$ cat config.mk
export PLATFORM = sky130hd
export DESIGN_NAME = line_raster_pixel_writer
export DESIGN_NICKNAME = d
export VERILOG_FILES = /design/src/design/lrpw_pkg.sv /design/src/design/lrpw_cfg.sv /design/src/design/lrpw_stepper.sv /design/src/design/line_raster_pixel_writer.sv
export SDC_FILE = /design/constraint.sdc
export NUM_CORES = 1
export LEC_CHECK = 0
export BUFFER_PORTS_ARGS = -buffer_cell sky130_fd_sc_hd__buf_2
export CAP_MARGIN = 20
export CORE_MARGIN = 3
export CORE_UTILIZATION = 40
export DETAILED_ROUTE_END_ITERATION = 16
export HOLD_SLACK_MARGIN = 0.1
export PLACE_DENSITY = 0.69
export REMOVE_ABC_BUFFERS = 1
export SETUP_SLACK_MARGIN = 0.05
export SYNTH_ARGS = -nofsm -noshare
export SYNTH_HDL_FRONTEND = slang
export SYNTH_HIERARCHICAL = 1
export SYNTH_SLANG_ARGS = --single-unit
$ cat constraint.sdc
create_clock -name clk_i -period 9 [get_ports clk_i]
set_input_delay 1.8 -clock clk_i [delete_from_list [all_inputs] [get_ports clk_i]]
set_output_delay 1.8 -clock clk_i [all_outputs]
set_load 0.1 [all_outputs]
$ cat src/design/lrpw_pkg.sv
// ----------------------------------------------------------------------------
// lrpw_pkg: shared types and constants for the line raster pixel writer
// Request payloads, configuration block, register map and command codes.
// ----------------------------------------------------------------------------
`timescale 1ns / 1ps
`default_nettype none

package lrpw_pkg;

  localparam int unsigned CoordBits  = 12;
  localparam int unsigned ErrBits    = CoordBits + 2;
  localparam int unsigned AddrBits   = 28;
  localparam int unsigned BppBits    = 6;
  localparam int unsigned StrideBits = 16;
  localparam int unsigned ColorBits  = 24;
  localparam int unsigned ApbAddrBits = 4;
  localparam int unsigned ApbDataBits = 32;

  localparam int unsigned XProdBits = CoordBits + BppBits;
  localparam int unsigned YProdBits = CoordBits + StrideBits;
  localparam int unsigned XOffBits  = XProdBits - 3;
  localparam int unsigned SumBits0  = (XOffBits > YProdBits) ? XOffBits : YProdBits;
  localparam int unsigned SumBits   = (SumBits0 > AddrBits) ? SumBits0 : AddrBits;

  localparam logic [BppBits-1:0]    BppReset    = 6'd32;
  localparam logic [StrideBits-1:0] StrideReset = 16'd16384;
  localparam logic                  OrderReset  = 1'b0;
  localparam logic [ColorBits-1:0]  ColorReset  = 24'hFFFFFF;

  typedef enum logic [1:0] {
    RegBpp    = 2'd0,
    RegStride = 2'd1,
    RegOrder  = 2'd2,
    RegColor  = 2'd3
  } reg_idx_e;

  typedef enum logic {
    CmdLoad = 1'b0,
    CmdStep = 1'b1
  } cmd_e;

  typedef enum logic {
    OrderBlueFirst = 1'b0,
    OrderRedFirst  = 1'b1
  } byte_order_e;

  typedef logic [CoordBits-1:0] coord_t;

  typedef struct packed {
    logic   command;
    coord_t start_x;
    coord_t start_y;
    coord_t end_x;
    coord_t end_y;
  } in_item_t;

  typedef struct packed {
    coord_t              pixel_x;
    coord_t              pixel_y;
    logic [AddrBits-1:0] byte_address;
    logic [7:0]          first_byte;
    logic [7:0]          second_byte;
    logic [7:0]          third_byte;
    logic                last_pixel;
  } out_item_t;

  typedef struct packed {
    logic [BppBits-1:0]    bits_per_pixel;
    logic [StrideBits-1:0] line_stride;
    logic                  byte_order;
    logic [ColorBits-1:0]  pixel_color;
  } cfg_t;

  // one drawn pixel, straight from the stepper state
  typedef struct packed {
    logic   fire;
    coord_t x;
    coord_t y;
    logic   last;
  } pix_t;

endpackage

`default_nettype wire

$ cat src/design/lrpw_cfg.sv
// ----------------------------------------------------------------------------
// lrpw_cfg: configuration register file
// APB-style slave holding pixel format, stride, byte order and color.
// ----------------------------------------------------------------------------
`timescale 1ns / 1ps
`default_nettype none

module lrpw_cfg (
  input  wire logic                             clk_i,
  input  wire logic                             rst_ni,
  input  wire logic                             psel,
  input  wire logic                             penable,
  input  wire logic                             pwrite,
  input  wire logic [lrpw_pkg::ApbAddrBits-1:0] paddr,
  input  wire logic [lrpw_pkg::ApbDataBits-1:0] pwdata,
  output logic      [lrpw_pkg::ApbDataBits-1:0] prdata,
  output logic                                  pready,
  output lrpw_pkg::cfg_t                        cfg_o
);

  lrpw_pkg::cfg_t     cfg_q, cfg_d;
  lrpw_pkg::reg_idx_e idx;
  logic               wr_en;

  assign idx    = lrpw_pkg::reg_idx_e'(paddr[3:2]);
  assign wr_en  = psel && penable && pwrite;
  assign pready = 1'b1;

  always_comb begin
    cfg_d = cfg_q;
    if (wr_en) begin
      case (idx)
        lrpw_pkg::RegBpp:    cfg_d.bits_per_pixel = pwdata[lrpw_pkg::BppBits-1:0];
        lrpw_pkg::RegStride: cfg_d.line_stride    = pwdata[lrpw_pkg::StrideBits-1:0];
        lrpw_pkg::RegOrder:  cfg_d.byte_order     = pwdata[0];
        lrpw_pkg::RegColor:  cfg_d.pixel_color    = pwdata[lrpw_pkg::ColorBits-1:0];
        default:             cfg_d = cfg_q;
      endcase
    end
  end

  always_comb begin
    case (idx)
      lrpw_pkg::RegBpp:    prdata = lrpw_pkg::ApbDataBits'(cfg_q.bits_per_pixel);
      lrpw_pkg::RegStride: prdata = lrpw_pkg::ApbDataBits'(cfg_q.line_stride);
      lrpw_pkg::RegOrder:  prdata = lrpw_pkg::ApbDataBits'(cfg_q.byte_order);
      lrpw_pkg::RegColor:  prdata = lrpw_pkg::ApbDataBits'(cfg_q.pixel_color);
      default:             prdata = '0;
    endcase
  end

  always_ff @(posedge clk_i or negedge rst_ni) begin
    if (!rst_ni) begin
      cfg_q.bits_per_pixel <= lrpw_pkg::BppReset;
      cfg_q.line_stride    <= lrpw_pkg::StrideReset;
      cfg_q.byte_order     <= lrpw_pkg::OrderReset;
      cfg_q.pixel_color    <= lrpw_pkg::ColorReset;
    end else begin
      cfg_q <= cfg_d;
    end
  end

  assign cfg_o = cfg_q;

endmodule

`default_nettype wire

$ cat src/design/lrpw_stepper.sv
// ----------------------------------------------------------------------------
// lrpw_stepper: 4-connected Bresenham line state
// Sets up a line on load; on each step emits the cursor and moves one unit.
// ----------------------------------------------------------------------------
`timescale 1ns / 1ps
`default_nettype none

module lrpw_stepper (
  input  wire logic               clk_i,
  input  wire logic               rst_ni,
  input  wire logic               accept_i,
  input  wire lrpw_pkg::in_item_t item_i,
  output lrpw_pkg::pix_t          pix_o
);

  localparam int unsigned EB = lrpw_pkg::ErrBits;

  lrpw_pkg::coord_t cur_x_q, cur_x_d, cur_y_q, cur_y_d;
  lrpw_pkg::coord_t tgt_x_q, tgt_x_d, tgt_y_q, tgt_y_d;
  lrpw_pkg::coord_t dx_q, dx_d, dy_q, dy_d;
  logic             neg_x_q, neg_x_d, neg_y_q, neg_y_d;
  logic signed [EB-1:0] err_q, err_d;
  logic             active_q, active_d;

  lrpw_pkg::coord_t  ld_dx, ld_dy, nx_x, nx_y;
  logic signed [EB:0] err2, neg_dy;
  logic              move_x, is_load, fire, last;

  assign is_load = accept_i && (item_i.command == lrpw_pkg::CmdLoad);
  assign fire    = accept_i && (item_i.command == lrpw_pkg::CmdStep) && active_q;

  assign ld_dx = (item_i.start_x > item_i.end_x) ? item_i.start_x - item_i.end_x
                                                 : item_i.end_x - item_i.start_x;
  assign ld_dy = (item_i.start_y > item_i.end_y) ? item_i.start_y - item_i.end_y
                                                 : item_i.end_y - item_i.start_y;

  // 2*err > -dy picks the x move
  assign err2   = {err_q, 1'b0};
  assign neg_dy = -$signed({3'b000, dy_q});
  assign move_x = err2 > neg_dy;

  assign nx_x = move_x ? (neg_x_q ? cur_x_q - 1'b1 : cur_x_q + 1'b1) : cur_x_q;
  assign nx_y = move_x ? cur_y_q : (neg_y_q ? cur_y_q - 1'b1 : cur_y_q + 1'b1);
  assign last = (nx_x == tgt_x_q) && (nx_y == tgt_y_q);

  always_comb begin
    cur_x_d  = cur_x_q;
    cur_y_d  = cur_y_q;
    tgt_x_d  = tgt_x_q;
    tgt_y_d  = tgt_y_q;
    dx_d     = dx_q;
    dy_d     = dy_q;
    neg_x_d  = neg_x_q;
    neg_y_d  = neg_y_q;
    err_d    = err_q;
    active_d = active_q;
    if (is_load) begin
      cur_x_d  = item_i.start_x;
      cur_y_d  = item_i.start_y;
      tgt_x_d  = item_i.end_x;
      tgt_y_d  = item_i.end_y;
      dx_d     = ld_dx;
      dy_d     = ld_dy;
      neg_x_d  = !(item_i.start_x < item_i.end_x);
      neg_y_d  = !(item_i.start_y < item_i.end_y);
      err_d    = $signed({2'b00, ld_dx}) - $signed({2'b00, ld_dy});
      active_d = (item_i.start_x != item_i.end_x) || (item_i.start_y != item_i.end_y);
    end else if (fire) begin
      cur_x_d  = nx_x;
      cur_y_d  = nx_y;
      err_d    = move_x ? err_q - $signed({2'b00, dy_q}) : err_q + $signed({2'b00, dx_q});
      active_d = !last;
    end
  end

  always_ff @(posedge clk_i or negedge rst_ni) begin
    if (!rst_ni) begin
      cur_x_q  <= '0;
      cur_y_q  <= '0;
      tgt_x_q  <= '0;
      tgt_y_q  <= '0;
      dx_q     <= '0;
      dy_q     <= '0;
      neg_x_q  <= 1'b0;
      neg_y_q  <= 1'b0;
      err_q    <= '0;
      active_q <= 1'b0;
    end else begin
      cur_x_q  <= cur_x_d;
      cur_y_q  <= cur_y_d;
      tgt_x_q  <= tgt_x_d;
      tgt_y_q  <= tgt_y_d;
      dx_q     <= dx_d;
      dy_q     <= dy_d;
      neg_x_q  <= neg_x_d;
      neg_y_q  <= neg_y_d;
      err_q    <= err_d;
      active_q <= active_d;
    end
  end

  assign pix_o.fire = fire;
  assign pix_o.x    = cur_x_q;
  assign pix_o.y    = cur_y_q;
  assign pix_o.last = last;

  // a step moves on exactly one axis
  a_one_axis: assert property (@(posedge clk_i) disable iff (!rst_ni)
    fire |=> ((cur_x_q != $past(cur_x_q)) != (cur_y_q != $past(cur_y_q))))
    else $error("stepper moved on zero or two axes");

  // a degenerate load leaves nothing to draw
  a_zero_len: assert property (@(posedge clk_i) disable iff (!rst_ni)
    (is_load && (item_i.start_x == item_i.end_x) && (item_i.start_y == item_i.end_y))
    |=> !active_q)
    else $error("zero-length line left active");

  // the final pixel ends the line
  a_last_ends: assert property (@(posedge clk_i) disable iff (!rst_ni)
    (fire && last) |=> !active_q)
    else $error("line still active after last pixel");

endmodule

`default_nettype wire

$ cat src/design/line_raster_pixel_writer.sv
// ----------------------------------------------------------------------------
// line_raster_pixel_writer: 4-connected Bresenham line pixel generator
// Path: an accepted step's pixel is registered in stage 1, then at the output;
//   a load request, or a step with no line active, gives no result.
// Throughput: one request per cycle when in_stall_o is low, set by the
//   error/cursor loop. Products are registered before the address add.
// Reset: line state and pipeline valids clear; registers take their defaults.
// ----------------------------------------------------------------------------
`timescale 1ns / 1ps
`default_nettype none

module line_raster_pixel_writer (
  input  wire logic                             clk_i,
  input  wire logic                             rst_ni,
  input  wire logic                             in_valid_i,
  output logic                                  in_stall_o,
  input  wire lrpw_pkg::in_item_t               in_data_i,
  output logic                                  out_valid_o,
  input  wire logic                             out_stall_i,
  output lrpw_pkg::out_item_t                   out_data_o,
  input  wire logic                             psel,
  input  wire logic                             penable,
  input  wire logic                             pwrite,
  input  wire logic [lrpw_pkg::ApbAddrBits-1:0] paddr,
  input  wire logic [lrpw_pkg::ApbDataBits-1:0] pwdata,
  output logic      [lrpw_pkg::ApbDataBits-1:0] prdata,
  output logic                                  pready
);

  lrpw_pkg::cfg_t      cfg;
  lrpw_pkg::pix_t      pix;
  lrpw_pkg::out_item_t out_q, out_d;
  logic                out_valid_q;
  logic                s1_valid_q;
  lrpw_pkg::coord_t    s1_x_q, s1_y_q;
  logic                s1_last_q;
  logic [7:0]          s1_b0_q, s1_b1_q, s1_b2_q;
  logic [lrpw_pkg::XProdBits-1:0] s1_xp_q;
  logic [lrpw_pkg::YProdBits-1:0] s1_yp_q;
  logic                adv_out, adv_s1, in_acc;
  logic [lrpw_pkg::SumBits-1:0] addr_sum;

  lrpw_cfg u_cfg (
    .clk_i   (clk_i),
    .rst_ni  (rst_ni),
    .psel    (psel),
    .penable (penable),
    .pwrite  (pwrite),
    .paddr   (paddr),
    .pwdata  (pwdata),
    .prdata  (prdata),
    .pready  (pready),
    .cfg_o   (cfg)
  );

  assign adv_out    = !out_valid_q || !out_stall_i;
  assign adv_s1     = !s1_valid_q || adv_out;
  assign in_stall_o = !adv_s1;
  assign in_acc     = in_valid_i && adv_s1;

  lrpw_stepper u_step (
    .clk_i    (clk_i),
    .rst_ni   (rst_ni),
    .accept_i (in_acc),
    .item_i   (in_data_i),
    .pix_o    (pix)
  );

  // stage 1: cursor and multiplies
  always_ff @(posedge clk_i) begin
    if (adv_s1) begin
      s1_x_q    <= pix.x;
      s1_y_q    <= pix.y;
      s1_last_q <= pix.last;
      s1_xp_q   <= lrpw_pkg::XProdBits'(pix.x) * lrpw_pkg::XProdBits'(cfg.bits_per_pixel);
      s1_yp_q   <= lrpw_pkg::YProdBits'(pix.y) * lrpw_pkg::YProdBits'(cfg.line_stride);
      if (cfg.byte_order == lrpw_pkg::OrderRedFirst) begin
        s1_b0_q <= cfg.pixel_color[23:16];
        s1_b2_q <= cfg.pixel_color[7:0];
      end else begin
        s1_b0_q <= cfg.pixel_color[7:0];
        s1_b2_q <= cfg.pixel_color[23:16];
      end
      s1_b1_q <= cfg.pixel_color[15:8];
    end
  end

  // stage 2: address add, wraps to the address width
  assign addr_sum = lrpw_pkg::SumBits'(s1_xp_q[lrpw_pkg::XProdBits-1:3])
                  + lrpw_pkg::SumBits'(s1_yp_q);

  always_comb begin
    out_d.pixel_x      = s1_x_q;
    out_d.pixel_y      = s1_y_q;
    out_d.byte_address = addr_sum[lrpw_pkg::AddrBits-1:0];
    out_d.first_byte   = s1_b0_q;
    out_d.second_byte  = s1_b1_q;
    out_d.third_byte   = s1_b2_q;
    out_d.last_pixel   = s1_last_q;
  end

  always_ff @(posedge clk_i) begin
    if (adv_out) begin
      out_q <= out_d;
    end
  end

  always_ff @(posedge clk_i or negedge rst_ni) begin
    if (!rst_ni) begin
      s1_valid_q  <= 1'b0;
      out_valid_q <= 1'b0;
    end else begin
      if (adv_s1) begin
        s1_valid_q <= pix.fire;
      end
      if (adv_out) begin
        out_valid_q <= s1_valid_q;
      end
    end
  end

  assign out_valid_o = out_valid_q;
  assign out_data_o  = out_q;

  // input only stalls when both stages hold pixels
  a_stall_full: assert property (@(posedge clk_i) disable iff (!rst_ni)
    in_stall_o |-> (s1_valid_q && out_valid_q))
    else $error("input stalled with room in the pipeline");

  // a pixel in stage 1 with an empty output moves on
  a_s1_drain: assert property (@(posedge clk_i) disable iff (!rst_ni)
    (s1_valid_q && !out_valid_q) |=> out_valid_q)
    else $error("stage 1 pixel did not reach the output");

  // a drawn pixel lands in stage 1
  a_fire_s1: assert property (@(posedge clk_i) disable iff (!rst_ni)
    pix.fire |=> s1_valid_q)
    else $error("step request lost before stage 1");

endmodule

`default_nettype wire

---- Word-level counts from Yosys, hierarchy flattened ----
Cells that the tools add are included.
Widths: inputs -> output; s select.
operators by class
  $add $sub $neg .......................... 13
  $mul .................................... 2
  div/mod/pow operators ................... 0
  $lt $le $gt $ge ......................... 5
  equal/unequal tests ..................... 7
  shifts and indexed selects .............. 0
  muxes and demuxes ....................... 18
  bitwise operators ....................... 1
  reduce and logical (&&, ||, !) cells .... 23
operators with widths
  operator               number
  $pmux 32 s4            1
  $mux 12                10
  $sub 12x12->12         4
  $mux 14                3
  $add 15x28->28         1
  $mul 12x16->28         1
  $add 12x1->12 const B  2
  $eq 12x12->1           2
  $gt 12x12->1           2
  $lt 12x12->1           2
  $ne 12x12->1           2
  $sub 12x1->12 const B  2
  $mul 12x6->18          1
  $mux 8                 2
  $gt 15x15->1           1
  $neg 12->15            1
  $add 14x13->14         1
  $sub 14x13->14         1
  $sub 12x12->13         1
  $reduce_and 2->1       4
  $logic_and 1x1->1      7
  $logic_not 1->1        7
  $eq 2x2->1 const B     2
  $logic_or 1x1->1       3
  5 further kinds        6
storage, ports and cells
  bits in registers ....................... 310
  bits in latches ......................... 0
  bits in writable memories ............... 0
  ROM bits ................................ 0
  input port bits ......................... 92
  output and inout bits ................... 112
  memories ................................ 0

---- Depth between registers and ports, before layout ----
  depth in word-level cells ............... 8
  gate-level depth with buffers ........... 30
  gate-level depth less buffers ........... 27

---- Hierarchy ----
The synthesis kept the hierarchy.
by module, submodules not included
  module                    instances  cells an instance  area each (µm²)
  line_raster_pixel_writer  1          1292               14378.8
  lrpw_stepper              1          1154               9354.0
  lrpw_cfg                  1          166                2259.7

---- Least setup slack after synthesis ----
No wires, ideal clock.
  kind .................................... input port to output port
  from .................................... input out_stall_i
  to ...................................... output in_stall_o
  data arrival time ....................... 5.684 ns
  data required time ...................... 7.200 ns
  setup slack ............................. 1.516 ns
  cell stages on the path ................. 2
  path through ............................ nand3_1 > inv_1
between the ends
  word-level cells in the longest chain between the ends .. 4
ends and longest elaborated chain
  what              RTL line                        text
  start, declared   line_raster_pixel_writer.sv:19  input wire logic out_stall_i,
  $logic_not 1->1   line_raster_pixel_writer.sv:56  assign adv_out = !out_valid_q || !out_stall_i;
  $logic_or 1x1->1  line_raster_pixel_writer.sv:56
  $logic_or 1x1->1  line_raster_pixel_writer.sv:57  assign adv_s1 = !s1_valid_q || adv_out;
  $logic_not 1->1   line_raster_pixel_writer.sv:58  assign in_stall_o = !adv_s1;
  end, declared     line_raster_pixel_writer.sv:16  output logic in_stall_o,
Every way passes these cells.

---- Worst setup path after layout ----
  from .................................... register u_step.dy_q[2]
  to ...................................... register u_step.err_q[13]
between the ends
  word-level cells in the longest chain between the ends .. 5
ends and longest elaborated chain
  what                    RTL line            text
  start, declared         lrpw_stepper.sv:20  lrpw_pkg::coord_t dx_q, dx_d, dy_q, dy_d;
  start signal, assigned  lrpw_stepper.sv:94  dy_q <= dy_d;
  $neg 12->15             lrpw_stepper.sv:39  assign neg_dy = -$signed({3'b000, dy_q});
  $gt 15x15->1            lrpw_stepper.sv:40  assign move_x = err2 > neg_dy;
  $mux 14 (*)             lrpw_stepper.sv:71  err_d = move_x ? err_q - $signed({2'b00, dy_q}) : err_q + $signed({2'b00, dx_q});
  $mux 14 (*)             lrpw_stepper.sv:68  end else if (fire) begin
  $mux 14 (*)             lrpw_stepper.sv:57  if (is_load) begin
  end signal, assigned    lrpw_stepper.sv:97  err_q <= err_d;
  end, declared           lrpw_stepper.sv:22  logic signed [EB-1:0] err_q, err_d;
Every way passes the cells marked *; elsewhere a longest branch is shown, timed or not. The select of a mux whose other input is x is not followed.
A chain may end at the register's enable or synchronous reset.

==> results.md <==
- The flow ran to the end, and the final reports show no timing, DRC or antenna violations.
- In this run the critical register-to-register path is captured at u_step/err_q[13].
- The post-route clock period utilization is 74.17%.
- The synthesized design contains roughly 170 enable-type register cells.
- The setup slack after placement is 2385 ps.
- The worst pin sits at a relative slew slack of 27.73%.
- The clock tree from TritonCTS is done.
- The required time of the critical path is 9430 ps.
- The sequential fraction of the synthesis area is 32.94%.
- The detail route stage leaves a number of antenna-violating nets equal to 0.
- The initial utilization of the core area, before any placement, comes to 40.83%.
- Pin placement for this block handled 204 I/O pins.
- After clock tree synthesis, the flow added hold-fix buffers numbering 0.
- The area occupied by multi-input gates is between 15000 and 20000 um2.
- The level count of the clock H-tree is 2.
- The most used flip-flop cell after synthesis is sky130_fd_sc_hd__edfxtp_1.
- The depth of the worst register-to-register path is 23.
- The register-to-register setup slack is 2320 ps.
- The number of gates given a new drive strength after cts is 0.
- Counting the fill cells in the layout gives approximately 6000.
- Setup repair after global routing left no endpoint under its margin.
- Clock tree synthesis found a total of 307 sinks.
- The worst setup path is launched from a flip-flop.
- The highest clock frequency the design can meet is 149.8 MHz.
- The final hold slack is between 300 and 400 ps.
- The HPWL after detailed placement is 50710 um.
- The accumulated negative setup slack is 0 ps.
- The critical path class is flip-flop to flip-flop.
- The y dimension of the die is 260.9 um.
- In this run the core area contains 92 standard-cell rows.
- Leaving out fill and tap cells, the most frequent cells in the layout are 341 x sky130_fd_sc_hd__inv_1, 319 x sky130_fd_sc_hd__nand2_1, 213 x sky130_fd_sc_hd__ha_1.
- The library cell used most frequently in the layout, excluding fill and tap cells, is sky130_fd_sc_hd__inv_1.
- The core region is 63660 um2.
- The maximum number of pins on one net before global-route repair is 92.
- After synthesis, the mean cell area works out to 9.951 um2.
- The final worst setup slack is 2324 ps.
- The clock-pin slew reported for the worst setup and hold paths after clock tree synthesis is 60 ps.
- The initial antenna violation count is 3.
- The synthesized instance count is 2612.
- The final hold violation count is 0.
- The hold path startpoint is s1_b0_q[3].
- The number of clock buffers added by TritonCTS is 37.
- In the routed design, unresolved DRC markers number 0.
- The count of buffers added on input and output ports is around 180.
- The via-per-instance ratio is 5.316.
- Global routing used 19.49% of the available tracks across all layers.
- At the pin with the least slew margin, the transition time is 1083 ps.
- The floorplan step defined a die boundary enclosing just under 70000 um2.
- The setup-violating endpoint count in the final report is 0.
- After clock tree synthesis, the setup repair step added 0 buffers.
- Counting flops with an async set or reset pin after synthesis yields a share of 44.95%.
- The detailed router placed 19270 vias in this run.
- The max-slew violation count is 0.
- Data arrives at the worst endpoint at 7110 ps.
- The global placement routability congestion is 0.9233.
- The setup skew after layout is between 20 and 30 ps.
- The maximum fanout along the worst path is 23.
- The reg-to-reg critical path startpoint is u_step/dy_q[2].
- The Yosys step of the flow raised 6 warnings.
- The number of buffers between clock root and the deepest sink is 3.
- The net total in the final layout is 3244.
- The wire length per cell is around 18 um.
- The nature of the critical path endpoint is a flip-flop.
- The number of detailed-route iterations in the first pass is 7.
- The clock insertion delay at the later pin of the skew report is 560 ps.
- The max-cap violation count is 0.
- For this run the aggregate overflow at the end of global routing stands at 0.
- The number of DRC markers in iteration 0 is 1390.
- The count of cell types in the netlist is 97.
- The sink of the worst hold path is out_data_o[20].
- Relative to the synthesized area, the layout overhead comes to 10.99%.
- Across the whole layout, storage elements account for 8561 um2.
- Subtracting the final worst setup slack from the clock period gives 6676 ps.
- The fraction of final layout cells sized beyond drive strength 1 is ~14%.
- In this run the worst hold path is classified as flip-flop to flip-flop.
- The die is 260.9 um wide.
- The first global-routing pass estimated 105000 um of wire.
- The final routed wirelength across all metal layers is 66190 um.
- The root buffer cell chosen for the clock tree is sky130_fd_sc_hd__clkbuf_16.
- The number of global-route vias before repair is 19170.
- Measured on the finished design, the core utilization comes to 45.32%.
- After synthesis the netlist holds a flip-flop and latch count of 307.
- After synthesis the cells add up to 25990 um2.
- The depth of the worst hold-timing path is 0.
[synthesized netlist by cell type, types with 11 or more instances]
library cell | count | area (um2)
sky130_fd_sc_hd__o21ai_0 | 113 | 565.5
sky130_fd_sc_hd__inv_1 | 341 | 1280
sky130_fd_sc_hd__a31oi_1 | 11 | 68.82
sky130_fd_sc_hd__edfxtp_1 | 169 | 5075
sky130_fd_sc_hd__nor2_1 | 92 | 345.3
sky130_fd_sc_hd__nor2b_1 | 30 | 187.7
sky130_fd_sc_hd__a21o_1 | 50 | 375.4
sky130_fd_sc_hd__mux2_2 | 72 | 810.8
sky130_fd_sc_hd__o21bai_1 | 11 | 82.58
sky130_fd_sc_hd__ha_1 | 213 | 2665
sky130_fd_sc_hd__nand2_1 | 321 | 1205
sky130_fd_sc_hd__buf_4 | 19 | 142.6
sky130_fd_sc_hd__xnor2_1 | 86 | 753.2
sky130_fd_sc_hd__nor4_1 | 13 | 81.33
sky130_fd_sc_hd__a21oi_1 | 97 | 485.5
sky130_fd_sc_hd__nand3_1 | 33 | 165.2
sky130_fd_sc_hd__xor2_1 | 54 | 473.0
sky130_fd_sc_hd__and3_1 | 21 | 131.4
sky130_fd_sc_hd__nor3_1 | 34 | 170.2
sky130_fd_sc_hd__clkbuf_1 | 68 | 255.2
sky130_fd_sc_hd__nand4_1 | 18 | 112.6
sky130_fd_sc_hd__and2_1 | 117 | 732.0
sky130_fd_sc_hd__a222oi_1 | 12 | 120.1
sky130_fd_sc_hd__mux2i_1 | 32 | 320.3
sky130_fd_sc_hd__nand2b_1 | 14 | 87.58
sky130_fd_sc_hd__dfstp_2 | 26 | 683.2
sky130_fd_sc_hd__dfrtp_1 | 112 | 2803
sky130_fd_sc_hd__fa_1 | 190 | 3804
sky130_fd_sc_hd__o21a_1 | 24 | 180.2
[sequential cells by signal, indices dropped and copies added, names as in the netlist, 8 cells and up]
name            cells
out_data_o         77
s1_x_q             12
s1_b0_q             8
u_step/cur_y_q     12
s1_y_q             12
s1_b1_q             8
u_step/tgt_x_q     12
s1_xp_q            15
u_step/tgt_y_q     12
u_step/cur_x_q     12
u_step/dx_q        12
u_step/dy_q        12
s1_b2_q             8
u_cfg/cfg_o        47
s1_yp_q            28
u_step/err_q       14
[stage by stage]
step           cells  cell area [um2]
6_report        3624            28850
5_1_grt         3624            28850
4_1_cts         3623            28850
3_5_place_dp    3556            27620
3_3_place_gp    3555            27610
2_1_floorplan   2515            25510
[per-layer routing]
metal  global-route usage (%)  part of all wire (%)  vias up
met5                        0                 0.036        -
met4                    6.627                   3.1        4
met3                    2.921                   6.3      115
met2                    33.16                    49      586
met1                    25.40                    41     9422
li1                         -                     -     9138
[cell families after synthesis]
group           Yosys count  share of synthesized area (%)
buf+inv                 445                          6.864
other cells               2                        0.02889
flops                   307                          32.94
fa+ha+maj               403                          24.89
xor+xnor                142                          4.896
compound gates          462                          11.91
simple gates            743                          13.87
mux                     108                          4.612
[how the worst max path moves through the flow]
stage	slack (ps)	end	start
2_1_floorplan	1520	in_stall_o	out_stall_i
3_3_place_gp	2340	u_step/err_q[11]	in_data_i[36]
3_5_place_dp	2380	u_step/err_q[11]	in_data_i[33]
4_1_cts	2420	u_step/err_q[13]	u_step/dy_q[2]
5_1_grt	1660	u_step/err_q[13]	u_step/dy_q[2]
6_report	2320	u_step/err_q[13]	u_step/dy_q[2]
[worst max-delay path, stage by stage (launching register included)]
cell	delay, ps
sky130_fd_sc_hd__dfrtp_1	420
sky130_fd_sc_hd__nor2_1	230
sky130_fd_sc_hd__nand2_1	110
sky130_fd_sc_hd__nor3_1	180
sky130_fd_sc_hd__nor4b_1	460
sky130_fd_sc_hd__nand2_1	200
sky130_fd_sc_hd__xnor2_1	180
sky130_fd_sc_hd__ha_1	290
sky130_fd_sc_hd__nand4_1	180
sky130_fd_sc_hd__nor4_1	520
sky130_fd_sc_hd__nor2b_1	150
sky130_fd_sc_hd__o31a_1	180
sky130_fd_sc_hd__nor2_2	830
sky130_fd_sc_hd__o21ai_0	260
sky130_fd_sc_hd__ha_1	270
sky130_fd_sc_hd__a21o_1	190
sky130_fd_sc_hd__a21oi_1	250
sky130_fd_sc_hd__o21ai_0	210
sky130_fd_sc_hd__a31oi_1	350
sky130_fd_sc_hd__o31ai_1	170
sky130_fd_sc_hd__o41ai_1	330
sky130_fd_sc_hd__xnor2_1	140
sky130_fd_sc_hd__a21o_1	190
sky130_fd_sc_hd__a211o_1	280
[cell type report]
class	count	share of cell area (%)
multi-input combinational	1867	54.46
sequential	307	29.67
inverter	341	4.437
tap	846	3.669
clock buffer	49	3.543
timing repair buffer	195	3.500
clock inverter	18	0.7113
antenna	1	0.008674
Power is left out: the tool's default activity adds up to more than one toggle a clock period on the data nets, which glitch-free logic cannot reach.
